===== src/rtl/dlpg_pkg.sv =====
`timescale 1ns / 1ps
// ----------------------------------------------------------------------------
// dlpg_pkg: shared constants of the drag line point generator
// Default sizes, spacing register format and its reset value.
// ----------------------------------------------------------------------------
package dlpg_pkg;

    localparam int DEF_MAX_POINTS = 64;
    localparam int DEF_COORD_BITS = 24;

    localparam int SPACING_W = 23;
    localparam logic [SPACING_W-1:0] SPACING_RESET = 23'd256;

    // Depth of the segment command queue between front and back.
    localparam int CMD_QUEUE_DEPTH = 2;

endpackage


===== src/rtl/dlpg_fifo.sv =====
`timescale 1ns / 1ps
// ----------------------------------------------------------------------------
// dlpg_fifo: segment command queue
// Two-entry queue that decouples the front end from the point emitter.
// ----------------------------------------------------------------------------
module dlpg_fifo import dlpg_pkg::*; #(
    parameter int WIDTH = 8
) (
    input  logic             i_clk,
    input  logic             i_rst_n,
    input  logic             i_push,
    input  logic [WIDTH-1:0] i_push_data,
    output logic             o_full,
    input  logic             i_pop,
    output logic [WIDTH-1:0] o_pop_data,
    output logic             o_empty
);

    localparam int PW = $clog2(CMD_QUEUE_DEPTH);

    logic [WIDTH-1:0] r_mem [CMD_QUEUE_DEPTH];
    logic [PW-1:0]    r_wr_ptr, n_wr_ptr;
    logic [PW-1:0]    r_rd_ptr, n_rd_ptr;
    logic [PW:0]      r_count, n_count;

    assign o_full     = (r_count == (PW+1)'(CMD_QUEUE_DEPTH));
    assign o_empty    = (r_count == '0);
    assign o_pop_data = r_mem[r_rd_ptr];

    always_comb begin
        n_wr_ptr = r_wr_ptr;
        n_rd_ptr = r_rd_ptr;
        n_count  = r_count;
        if (i_push && !o_full) begin
            n_wr_ptr = r_wr_ptr + 1'b1;
        end
        if (i_pop && !o_empty) begin
            n_rd_ptr = r_rd_ptr + 1'b1;
        end
        if ((i_push && !o_full) && !(i_pop && !o_empty)) begin
            n_count = r_count + 1'b1;
        end else if (!(i_push && !o_full) && (i_pop && !o_empty)) begin
            n_count = r_count - 1'b1;
        end
    end

    always_ff @(posedge i_clk) begin
        if (!i_rst_n) begin
            r_wr_ptr <= '0;
            r_rd_ptr <= '0;
            r_count  <= '0;
        end else begin
            r_wr_ptr <= n_wr_ptr;
            r_rd_ptr <= n_rd_ptr;
            r_count  <= n_count;
        end
    end

    always_ff @(posedge i_clk) begin
        if (i_push && !o_full) begin
            r_mem[r_wr_ptr] <= i_push_data;
        end
    end

endmodule


===== src/rtl/dlpg_front.sv =====
`timescale 1ns / 1ps
// ----------------------------------------------------------------------------
// dlpg_front: segment front end
// Takes a segment, finds its length by a bit-serial square root and its
// segment count by a restoring division, and queues a segment command.
// ----------------------------------------------------------------------------
module dlpg_front import dlpg_pkg::*; #(
    parameter int MAX_POINTS = DEF_MAX_POINTS,
    parameter int COORD_BITS = DEF_COORD_BITS,
    parameter int SEG_W      = $clog2(MAX_POINTS),
    parameter int CMD_W      = 3 * (2 * COORD_BITS + 1) + SEG_W + 1
) (
    input  logic                         i_clk,
    input  logic                         i_rst_n,
    input  logic                         i_start,
    output logic                         o_busy,
    input  logic signed [COORD_BITS-1:0] i_start_x,
    input  logic signed [COORD_BITS-1:0] i_start_y,
    input  logic signed [COORD_BITS-1:0] i_start_z,
    input  logic signed [COORD_BITS-1:0] i_end_x,
    input  logic signed [COORD_BITS-1:0] i_end_y,
    input  logic signed [COORD_BITS-1:0] i_end_z,
    input  logic [SPACING_W-1:0]         i_spacing,
    output logic                         o_push,
    output logic [CMD_W-1:0]             o_push_data,
    input  logic                         i_full
);

    localparam int CB   = COORD_BITS;
    localparam int SQW  = 2 * CB + 2;            // sum of squares
    localparam int LW   = CB + 1;                // length
    localparam int RW   = LW + 3;                // root remainder
    localparam int NW0  = (LW + 1 > SPACING_W) ? LW + 1 : SPACING_W;
    localparam int NW   = NW0 + 1;               // division numerator
    localparam int DW   = SPACING_W + 1;         // divisor 2*spacing
    localparam int STW  = $clog2(NW + 1);        // step counter
    localparam logic [SEG_W-1:0] SEG_MAX = SEG_W'(MAX_POINTS - 1);

    localparam logic [2:0] ST_IDLE = 3'd0;
    localparam logic [2:0] ST_SQ   = 3'd1;
    localparam logic [2:0] ST_ROOT = 3'd2;
    localparam logic [2:0] ST_DIV  = 3'd3;
    localparam logic [2:0] ST_PUSH = 3'd4;

    logic [2:0]               r_state;
    logic [STW-1:0]           r_step;
    logic signed [CB-1:0]     r_start [3];
    logic [CB-1:0]            r_mag   [3];
    logic                     r_neg   [3];
    logic [2*CB-1:0]          r_prod;
    logic [SQW-1:0]           r_rad;
    logic [RW-1:0]            r_rem;
    logic [LW-1:0]            r_root;
    logic [NW-1:0]            r_num;
    logic [DW:0]              r_drem;
    logic [SEG_W-1:0]         r_seg;
    logic                     r_capped;

    logic signed [CB:0]       w_diff [3];
    logic [CB-1:0]            w_sq_mag;
    logic [RW-1:0]            w_rem_sh;
    logic [RW-1:0]            w_trial;
    logic [DW:0]              w_drem_sh;
    logic [DW:0]              w_den;

    assign o_busy = (r_state != ST_IDLE);
    assign o_push = (r_state == ST_PUSH) && !i_full;
    assign o_push_data = {r_start[0], r_mag[0], r_neg[0],
                          r_start[1], r_mag[1], r_neg[1],
                          r_start[2], r_mag[2], r_neg[2],
                          r_seg, r_capped};

    always_comb begin
        w_diff[0] = {i_end_x[CB-1], i_end_x} - {i_start_x[CB-1], i_start_x};
        w_diff[1] = {i_end_y[CB-1], i_end_y} - {i_start_y[CB-1], i_start_y};
        w_diff[2] = {i_end_z[CB-1], i_end_z} - {i_start_z[CB-1], i_start_z};
    end

    always_comb begin
        unique case (r_step[1:0])
            2'd0:    w_sq_mag = r_mag[0];
            2'd1:    w_sq_mag = r_mag[1];
            default: w_sq_mag = r_mag[2];
        endcase
    end

    assign w_rem_sh  = {r_rem[RW-3:0], r_rad[SQW-1 -: 2]};
    assign w_trial   = {1'b0, r_root, 2'b01};
    assign w_drem_sh = {r_drem[DW-1:0], r_num[NW-1]};
    assign w_den     = {1'b0, i_spacing, 1'b0};

    always_ff @(posedge i_clk) begin
        if (!i_rst_n) begin
            r_state <= ST_IDLE;
            r_step  <= '0;
        end else begin
            unique case (r_state)
                ST_IDLE: begin
                    if (i_start) begin
                        r_state <= ST_SQ;
                        r_step  <= '0;
                    end
                end
                ST_SQ: begin
                    if (r_step == STW'(3)) begin
                        r_state <= ST_ROOT;
                        r_step  <= '0;
                    end else begin
                        r_step <= r_step + 1'b1;
                    end
                end
                ST_ROOT: begin
                    if (r_step == STW'(LW - 1)) begin
                        r_step <= '0;
                        // Zero spacing or a zero length skips the count division.
                        if (i_spacing == '0 ||
                            (!(w_rem_sh >= w_trial) && r_root[LW-2:0] == '0)) begin
                            r_state <= ST_PUSH;
                        end else begin
                            r_state <= ST_DIV;
                        end
                    end else begin
                        r_step <= r_step + 1'b1;
                    end
                end
                ST_DIV: begin
                    if (r_step == STW'(NW - 1)) begin
                        r_state <= ST_PUSH;
                    end else begin
                        r_step <= r_step + 1'b1;
                    end
                end
                ST_PUSH: begin
                    if (!i_full) begin
                        r_state <= ST_IDLE;
                    end
                end
                default: r_state <= ST_IDLE;
            endcase
        end
    end

    always_ff @(posedge i_clk) begin
        unique case (r_state)
            ST_IDLE: begin
                r_start[0] <= i_start_x;
                r_start[1] <= i_start_y;
                r_start[2] <= i_start_z;
                for (int k = 0; k < 3; k++) begin
                    r_neg[k] <= w_diff[k][CB];
                    r_mag[k] <= w_diff[k][CB] ? CB'(-w_diff[k]) : CB'(w_diff[k]);
                end
                r_rad    <= '0;
                r_rem    <= '0;
                r_root   <= '0;
                r_seg    <= '0;
                r_capped <= 1'b0;
            end
            ST_SQ: begin
                if (r_step != '0) begin
                    r_rad <= r_rad + SQW'(r_prod);
                end
                r_prod <= w_sq_mag * w_sq_mag;
            end
            ST_ROOT: begin
                r_rad <= {r_rad[SQW-3:0], 2'b00};
                if (w_rem_sh >= w_trial) begin
                    r_rem  <= w_rem_sh - w_trial;
                    r_root <= {r_root[LW-2:0], 1'b1};
                    r_num  <= NW'({r_root[LW-2:0], 1'b1, 1'b0}) + NW'(i_spacing);
                end else begin
                    r_rem  <= w_rem_sh;
                    r_root <= {r_root[LW-2:0], 1'b0};
                    r_num  <= NW'({r_root[LW-2:0], 1'b0, 1'b0}) + NW'(i_spacing);
                end
                r_drem <= '0;
            end
            ST_DIV: begin
                // Quotient bits shift into the numerator register.
                if (w_drem_sh >= w_den) begin
                    r_drem <= w_drem_sh - w_den;
                    r_num  <= {r_num[NW-2:0], 1'b1};
                end else begin
                    r_drem <= w_drem_sh;
                    r_num  <= {r_num[NW-2:0], 1'b0};
                end
                if (r_step == STW'(NW - 1)) begin
                    if ({r_num[NW-2:0], w_drem_sh >= w_den} == '0) begin
                        r_seg <= SEG_W'(1);
                    end else if ({r_num[NW-2:0], w_drem_sh >= w_den} > NW'(SEG_MAX)) begin
                        r_seg    <= SEG_MAX;
                        r_capped <= 1'b1;
                    end else begin
                        r_seg <= SEG_W'({r_num[NW-2:0], w_drem_sh >= w_den});
                    end
                end
            end
            default: begin
            end
        endcase
    end

endmodule


===== src/rtl/dlpg_back.sv =====
`timescale 1ns / 1ps
// ----------------------------------------------------------------------------
// dlpg_back: point emitter
// Divides each axis magnitude by the segment count, then steps a quotient
// and remainder per axis to emit one rounded point per cycle.
// ----------------------------------------------------------------------------
module dlpg_back import dlpg_pkg::*; #(
    parameter int MAX_POINTS = DEF_MAX_POINTS,
    parameter int COORD_BITS = DEF_COORD_BITS,
    parameter int SEG_W      = $clog2(MAX_POINTS),
    parameter int CMD_W      = 3 * (2 * COORD_BITS + 1) + SEG_W + 1
) (
    input  logic                         i_clk,
    input  logic                         i_rst_n,
    input  logic                         i_empty,
    input  logic [CMD_W-1:0]             i_cmd,
    output logic                         o_pop,
    output logic                         o_point_valid,
    output logic signed [COORD_BITS-1:0] o_point_x,
    output logic signed [COORD_BITS-1:0] o_point_y,
    output logic signed [COORD_BITS-1:0] o_point_z,
    output logic                         o_last_point,
    output logic                         o_count_capped
);

    localparam int CB  = COORD_BITS;
    localparam int STW = $clog2(CB + 1);

    localparam logic [1:0] ST_IDLE = 2'd0;
    localparam logic [1:0] ST_DIV  = 2'd1;
    localparam logic [1:0] ST_EMIT = 2'd2;

    logic [1:0]            r_state;
    logic [STW-1:0]        r_step;
    logic [SEG_W-1:0]      r_idx;
    logic signed [CB-1:0]  r_start [3];
    logic [CB-1:0]         r_quo   [3];   // magnitude, then quotient per point
    logic                  r_neg   [3];
    logic [SEG_W:0]        r_drem  [3];
    logic [CB-1:0]         r_acc   [3];
    logic [SEG_W+1:0]      r_frac  [3];
    logic [SEG_W-1:0]      r_seg;
    logic                  r_capped;
    logic signed [CB-1:0]  r_pt    [3];
    logic                  r_valid;
    logic                  r_last;
    logic                  r_cap_out;

    logic [SEG_W:0]        w_drem_sh [3];
    logic [SEG_W+1:0]      w_frac_sum [3];
    logic [SEG_W+1:0]      w_two_seg;

    assign o_pop          = (r_state == ST_IDLE) && !i_empty;
    assign o_point_valid  = r_valid;
    assign o_point_x      = r_pt[0];
    assign o_point_y      = r_pt[1];
    assign o_point_z      = r_pt[2];
    assign o_last_point   = r_last;
    assign o_count_capped = r_cap_out;
    assign w_two_seg      = {1'b0, r_seg, 1'b0};

    always_comb begin
        for (int k = 0; k < 3; k++) begin
            w_drem_sh[k]  = {r_drem[k][SEG_W-1:0], r_quo[k][CB-1]};
            w_frac_sum[k] = r_frac[k] + {r_drem[k], 1'b0};
        end
    end

    always_ff @(posedge i_clk) begin
        if (!i_rst_n) begin
            r_state <= ST_IDLE;
            r_valid <= 1'b0;
        end else begin
            r_valid <= (r_state == ST_EMIT);
            unique case (r_state)
                ST_IDLE: begin
                    if (!i_empty) begin
                        r_state <= (i_cmd[SEG_W:1] == '0) ? ST_EMIT : ST_DIV;
                    end
                end
                ST_DIV: begin
                    if (r_step == STW'(CB - 1)) begin
                        r_state <= ST_EMIT;
                    end
                end
                ST_EMIT: begin
                    if (r_idx == r_seg) begin
                        r_state <= ST_IDLE;
                    end
                end
                default: r_state <= ST_IDLE;
            endcase
        end
    end

    always_ff @(posedge i_clk) begin
        unique case (r_state)
            ST_IDLE: begin
                {r_start[0], r_quo[0], r_neg[0],
                 r_start[1], r_quo[1], r_neg[1],
                 r_start[2], r_quo[2], r_neg[2],
                 r_seg, r_capped} <= i_cmd;
                r_step <= '0;
                r_idx  <= '0;
                for (int k = 0; k < 3; k++) begin
                    r_drem[k] <= '0;
                    r_acc[k]  <= '0;
                    r_frac[k] <= {2'b00, i_cmd[SEG_W:1]};
                end
            end
            ST_DIV: begin
                r_step <= r_step + 1'b1;
                for (int k = 0; k < 3; k++) begin
                    if (w_drem_sh[k] >= {1'b0, r_seg}) begin
                        r_drem[k] <= w_drem_sh[k] - {1'b0, r_seg};
                        r_quo[k]  <= {r_quo[k][CB-2:0], 1'b1};
                    end else begin
                        r_drem[k] <= w_drem_sh[k];
                        r_quo[k]  <= {r_quo[k][CB-2:0], 1'b0};
                    end
                end
            end
            ST_EMIT: begin
                r_idx     <= r_idx + 1'b1;
                r_last    <= (r_idx == r_seg);
                r_cap_out <= r_capped;
                for (int k = 0; k < 3; k++) begin
                    r_pt[k] <= r_neg[k] ? r_start[k] - $signed(r_acc[k])
                                        : r_start[k] + $signed(r_acc[k]);
                    // Round half away: carry when the remainder reaches 2*seg.
                    if (w_frac_sum[k] >= w_two_seg) begin
                        r_frac[k] <= w_frac_sum[k] - w_two_seg;
                        r_acc[k]  <= r_acc[k] + r_quo[k] + 1'b1;
                    end else begin
                        r_frac[k] <= w_frac_sum[k];
                        r_acc[k]  <= r_acc[k] + r_quo[k];
                    end
                end
            end
            default: begin
            end
        endcase
    end

endmodule


===== src/rtl/drag_line_point_generator_unit.sv =====
`timescale 1ns / 1ps
// ----------------------------------------------------------------------------
// drag_line_point_generator_unit: evenly spaced points on a line segment
// Emits points from start to end inclusive at about the programmed spacing.
// ----------------------------------------------------------------------------
//  Channel   Direction  Handshake                    Payload
//  segment   in         i_start && !o_busy           i_start_*, i_end_*
//  point     out        o_point_valid (1 cycle)      o_point_*, o_last_point,
//                                                    o_count_capped
//  spacing   in         i_cfg_we                     i_cfg_wdata
//
//  After it accepts an item the front end stays busy through its squares,
//  square root, count division and queue push steps; the division is
//  skipped when the spacing or the length is zero. The point emitter takes
//  the command, runs the per-axis division (skipped for a single-point
//  command) and then emits one point per cycle. When the emitter falls
//  behind, the front end waits in its push state while the two-entry
//  command queue is full. Reset is synchronous, active low, and clears all
//  control state; spacing returns to 256. Points cannot be held off by the
//  receiver.
// ----------------------------------------------------------------------------
module drag_line_point_generator_unit import dlpg_pkg::*; #(
    parameter int MAX_POINTS = DEF_MAX_POINTS,
    parameter int COORD_BITS = DEF_COORD_BITS
) (
    input  logic                         i_clk,
    input  logic                         i_rst_n,
    input  logic                         i_start,
    output logic                         o_busy,
    input  logic signed [COORD_BITS-1:0] i_start_x,
    input  logic signed [COORD_BITS-1:0] i_start_y,
    input  logic signed [COORD_BITS-1:0] i_start_z,
    input  logic signed [COORD_BITS-1:0] i_end_x,
    input  logic signed [COORD_BITS-1:0] i_end_y,
    input  logic signed [COORD_BITS-1:0] i_end_z,
    input  logic                         i_cfg_we,
    input  logic [SPACING_W-1:0]         i_cfg_wdata,
    output logic                         o_point_valid,
    output logic signed [COORD_BITS-1:0] o_point_x,
    output logic signed [COORD_BITS-1:0] o_point_y,
    output logic signed [COORD_BITS-1:0] o_point_z,
    output logic                         o_last_point,
    output logic                         o_count_capped
);

    localparam int SEG_W = $clog2(MAX_POINTS);
    // Command: per axis start, magnitude and sign, then count and capped flag.
    localparam int CMD_W = 3 * (2 * COORD_BITS + 1) + SEG_W + 1;

    logic [SPACING_W-1:0] r_spacing;
    logic                 w_push, w_full, w_pop, w_empty;
    logic [CMD_W-1:0]     w_push_data, w_pop_data;

    // The user must write the spacing register only while the block is idle; the block itself does not enforce this.
    always_ff @(posedge i_clk) begin
        if (!i_rst_n) begin
            r_spacing <= SPACING_RESET;
        end else if (i_cfg_we) begin
            r_spacing <= i_cfg_wdata;
        end
    end

    dlpg_front #(
        .MAX_POINTS (MAX_POINTS),
        .COORD_BITS (COORD_BITS),
        .SEG_W      (SEG_W),
        .CMD_W      (CMD_W)
    ) u_front (
        .i_clk       (i_clk),
        .i_rst_n     (i_rst_n),
        .i_start     (i_start),
        .o_busy      (o_busy),
        .i_start_x   (i_start_x),
        .i_start_y   (i_start_y),
        .i_start_z   (i_start_z),
        .i_end_x     (i_end_x),
        .i_end_y     (i_end_y),
        .i_end_z     (i_end_z),
        .i_spacing   (r_spacing),
        .o_push      (w_push),
        .o_push_data (w_push_data),
        .i_full      (w_full)
    );

    dlpg_fifo #(
        .WIDTH (CMD_W)
    ) u_queue (
        .i_clk       (i_clk),
        .i_rst_n     (i_rst_n),
        .i_push      (w_push),
        .i_push_data (w_push_data),
        .o_full      (w_full),
        .i_pop       (w_pop),
        .o_pop_data  (w_pop_data),
        .o_empty     (w_empty)
    );

    dlpg_back #(
        .MAX_POINTS (MAX_POINTS),
        .COORD_BITS (COORD_BITS),
        .SEG_W      (SEG_W),
        .CMD_W      (CMD_W)
    ) u_back (
        .i_clk          (i_clk),
        .i_rst_n        (i_rst_n),
        .i_empty        (w_empty),
        .i_cmd          (w_pop_data),
        .o_pop          (w_pop),
        .o_point_valid  (o_point_valid),
        .o_point_x      (o_point_x),
        .o_point_y      (o_point_y),
        .o_point_z      (o_point_z),
        .o_last_point   (o_last_point),
        .o_count_capped (o_count_capped)
    );

endmodule


===== config.mk =====
export PLATFORM = sky130hd
export DESIGN_NAME = drag_line_point_generator_unit
export DESIGN_NICKNAME = d
export VERILOG_FILES = /design/src/rtl/dlpg_pkg.sv /design/src/rtl/dlpg_fifo.sv /design/src/rtl/dlpg_front.sv /design/src/rtl/dlpg_back.sv /design/src/rtl/drag_line_point_generator_unit.sv
export SDC_FILE = /design/constraint.sdc
export NUM_CORES = 2
export LEC_CHECK = 0
export BUFFER_PORTS_ARGS = -buffer_cell sky130_fd_sc_hd__buf_2
export CAP_MARGIN = 20
export CORE_UTILIZATION = 57
export CTS_CLUSTER_SIZE = 30
export DETAILED_ROUTE_END_ITERATION = 16
export GPL_TIMING_DRIVEN = 0
export PLACE_DENSITY = 0.85
export SETUP_SLACK_MARGIN = 0.5
export SYNTH_ARGS = -nofsm -noshare
export SYNTH_HDL_FRONTEND = slang
export SYNTH_HIERARCHICAL = 1
export SYNTH_SLANG_ARGS = --single-unit

===== constraint.sdc =====
create_clock -name i_clk -period 15.3 [get_ports i_clk]
set_input_delay 0 -clock i_clk [delete_from_list [all_inputs] [get_ports i_clk]]
set_output_delay 0 -clock i_clk [all_outputs]
set_load 0.05 [all_outputs]

==> results.sh <==
export IMPL_status="complete, no violations"
export IMPL_drc_errors=0
export IMPL_synth_top_cell_area_share_pct=38.9
export IMPL_core_area_um2=136000
export IMPL_cts_hold_buffers=198
export IMPL_dp_hpwl_um=162000
export IMPL_fmax_mhz=91.3
export IMPL_synth_cell_area_um2=78200
export IMPL_final_cell_area_um2=88300
export IMPL_drive_above_1_share_pct=9.16
export IMPL_die_area_um2=139000
export IMPL_start_util_pct=57.6
export IMPL_drt_iter0_drc=6895
export IMPL_ys_top_cells_by_count="edfxtp_1, inv_1, nand2_1"
export IMPL_clock_sinks=1053
export IMPL_synth_mux_area_share_pct=3.34
export IMPL_ys_types=119
export IMPL_synth_flop_cell="edfxtp_1"
export IMPL_die_h_um=372
export IMPL_cts_clk_slew_worst_paths_ns=0.06
export IMPL_required_ns=15.77
export IMPL_yosysTopAreaCell="edfxtp_1"
export IMPL_drt_pass1_iter_count=6
export IMPL_grt_overflow_total=0
export IMPL_ff2ff_setup_slack_ns=4.35
export IMPL_first_global_vias=61200
export IMPL_syn_area_per_cell_um2=10.5
export IMPL_portBuffers=245
export IMPL_yosysWarnings=6
export IMPL_grt_use_total_pct=32.2
export IMPL_fillers=9797
export IMPL_routed_via_density=6.16
export IMPL_syn_to_final_growth_pct=13.0
export IMPL_yosys_area_share_simple_pct=12.7
export IMPL_final_antenna_net_count=0
export IMPL_cts_root_buf="clkbuf_16"
export IMPL_path_common_cell="inv_1"
export IMPL_fp_row_count=135
export IMPL_synth_seq_area_share_pct=39.9
export IMPL_fin_skew_ns=0.0947
export IMPL_tritoncts="done"
export IMPL_synth_area_top_cells="edfxtp_1, fa_1, ha_1, inv_1, xnor2_1"
export IMPL_rsz0062_at_grt="false"
export IMPL_min_period_ns=10.95
export IMPL_ff_latch_area_um2=31200
export IMPL_cts_resized=0
export IMPL_cpPeakStageDelay_ns=0.97
export IMPL_routed_wl_um=224000
export IMPL_grt_pass1_wl_um=343000
export IMPL_synth_top_family_by_area="adder cells"
export IMPL_synth_xor_area_share_pct=6.05
export IMPL_worstMarginPinSlew_ns=1.26
export IMPL_setup_violations=0
export IMPL_placed_cell_area_um2=82300
export IMPL_grt_max_degree=99
export IMPL_io_pins=247
export IMPL_relSlewSlack_pct=16.2
export IMPL_async_reset_ff_share_pct=0
export IMPL_synth_seq_cells=1053
export IMPL_maxCapViolations=0
export IMPL_yosysMostFrequentCell="edfxtp_1"
export IMPL_start_kind="register"
export IMPL_cp_data_arrival_time_ns=11.42
export IMPL_cp_end_kind="register"
export IMPL_fin_crit_sh_pct=71.6
export IMPL_dieWidth_um=372
export IMPL_clockBufferDepth=3
export IMPL_htreeDepth=3
export IMPL_post_cts_buffers=0
export IMPL_fin_tns_setup_ns=0
export IMPL_path_class="reg -> reg"
export IMPL_cts_buffers=111
export IMPL_cp_max_fo=10
export IMPL_synth_adder_area_share_pct=20.5
export IMPL_clk_latency_ns=0.80
export IMPL_dr_total_vias=61200
export IMPL_gp_congestion=1.01
export IMPL_fin_nets=9249
export IMPL_hold_viol=0
export IMPL_hold_class="in -> reg"
export IMPL_cpMaxStageDelayCell="a21oi_1"
export IMPL_synth_edf_count=1014
export IMPL_synth_compound_area_share_pct=12.1
export IMPL_multi_input_area_um2=42700
export IMPL_synthCells=7481
export IMPL_syn_nets=8665
export IMPL_wl_per_cell_um=22.5
export IMPL_fin_util_pct=65.0
export IMPL_antenna_found_initial=11
export IMPL_slew_violations=0
cells by family after synthesis:
group,after synthesis
buffers and inverters,1101
flip-flops,1053
AO/OA/AOI/OAI,1433
adder cells (fa/ha/maj),1013
AND/OR/NAND/NOR,2123
multiplexers,219
XOR/XNOR,539
registers in the layout, summed over array words and instances, names as in the netlist, 3 cells and up, named ones only:
name	count
u_back/r_seg	5
u_front/r_root	25
r_spacing	23
u_back/r_idx	6
u_front/r_rad	50
u_front/r_num	27
u_front/r_prod	47
u_front/r_drem	24
u_front/r_seg	6
u_front/r_start	72
u_back/r_quo	72
u_back/r_acc	72
u_front/r_mag	72
u_back/r_drem	21
u_back/r_step	5
u_queue/r_mem	308
u_back/r_start	72
u_front/r_step	5
u_back/r_frac	22
u_front/r_neg	3
u_back/r_pt	72
u_back/r_neg	3
u_front/r_state	3
u_front/r_rem	26
routing by layer:
layer,routed length (µm),GRT usage [%],vias up
li1,-,-,27300
met1,83100,40.2,29400
met2,104000,52.4,3617
met3,22900,6.63,881
met4,13400,17.5,12
met5,121,0.245,-
worst max-delay path: cells and delay by family, from the launching register on:
kind            cells  cell delay [ns]
simple gates        3             0.57
compound gates     10             3.39
fa+ha+maj           9             4.19
buf+inv            11             2.00
flops               1             0.40
xor+xnor            1             0.14
placed cells by master (no fill, tap or decap), types with 209 or more instances in the layout:
cell type and instances:
edfxtp_1 1014, nor2_1 638, xnor2_1 367, a21oi_1 437, o21ai_0 241, fa_1 443
inv_1 884, a21o_1 209, ha_1 570, buf_2 261, nand2_1 721
cell type report:
| class | instances | share of cell area (%) |
|---|---|---|
| antenna | 4 | 0.0113 |
| clock buffer | 124 | 3.23 |
| tap | 1781 | 2.52 |
| timing repair buffer | 471 | 4.30 |
| sequential | 1053 | 35.4 |
| clock inverter | 88 | 1.37 |
| multi-input combinational | 5327 | 48.4 |
| inverter | 897 | 3.82 |
| buffer | 204 | 1.02 |
final timing paths:
check / endpoint / cells past startpoint / startpoint
max: u_front/r_prod[45]$_DFFE_PP_ / 34 / u_front/r_step[1]$_SDFFE_PN0P_
min: u_front/r_start[0][33]$_DFFE_PP_ / 2 / i_start_y[9]
max reg2reg: u_front/r_prod[45]$_DFFE_PP_ / 34 / u_front/r_step[1]$_SDFFE_PN0P_
min reg2reg: u_queue/r_mem[1][4]$_DFFE_PP_ / 0 / u_front/r_seg[3]$_SDFFCE_PP0P_
stage by stage:
stage / instances / setup WS (ns) / hold slack, ns
2_1_floorplan: 7481 / 6.84 / 0.0989
4_1_cts: 9944 / 4.78 / 0.00364
3_3_place_gp: 9507 / 4.48 / 0.192
5_1_grt: 9947 / 4.12 / 0.0461
6_report: 9949 / 4.35 / 0.0360
3_5_place_dp: 9534 / 4.77 / 0.193
Power is not shown: default switching activity piles up to over one toggle a cycle in this logic, so the estimate is an artifact.
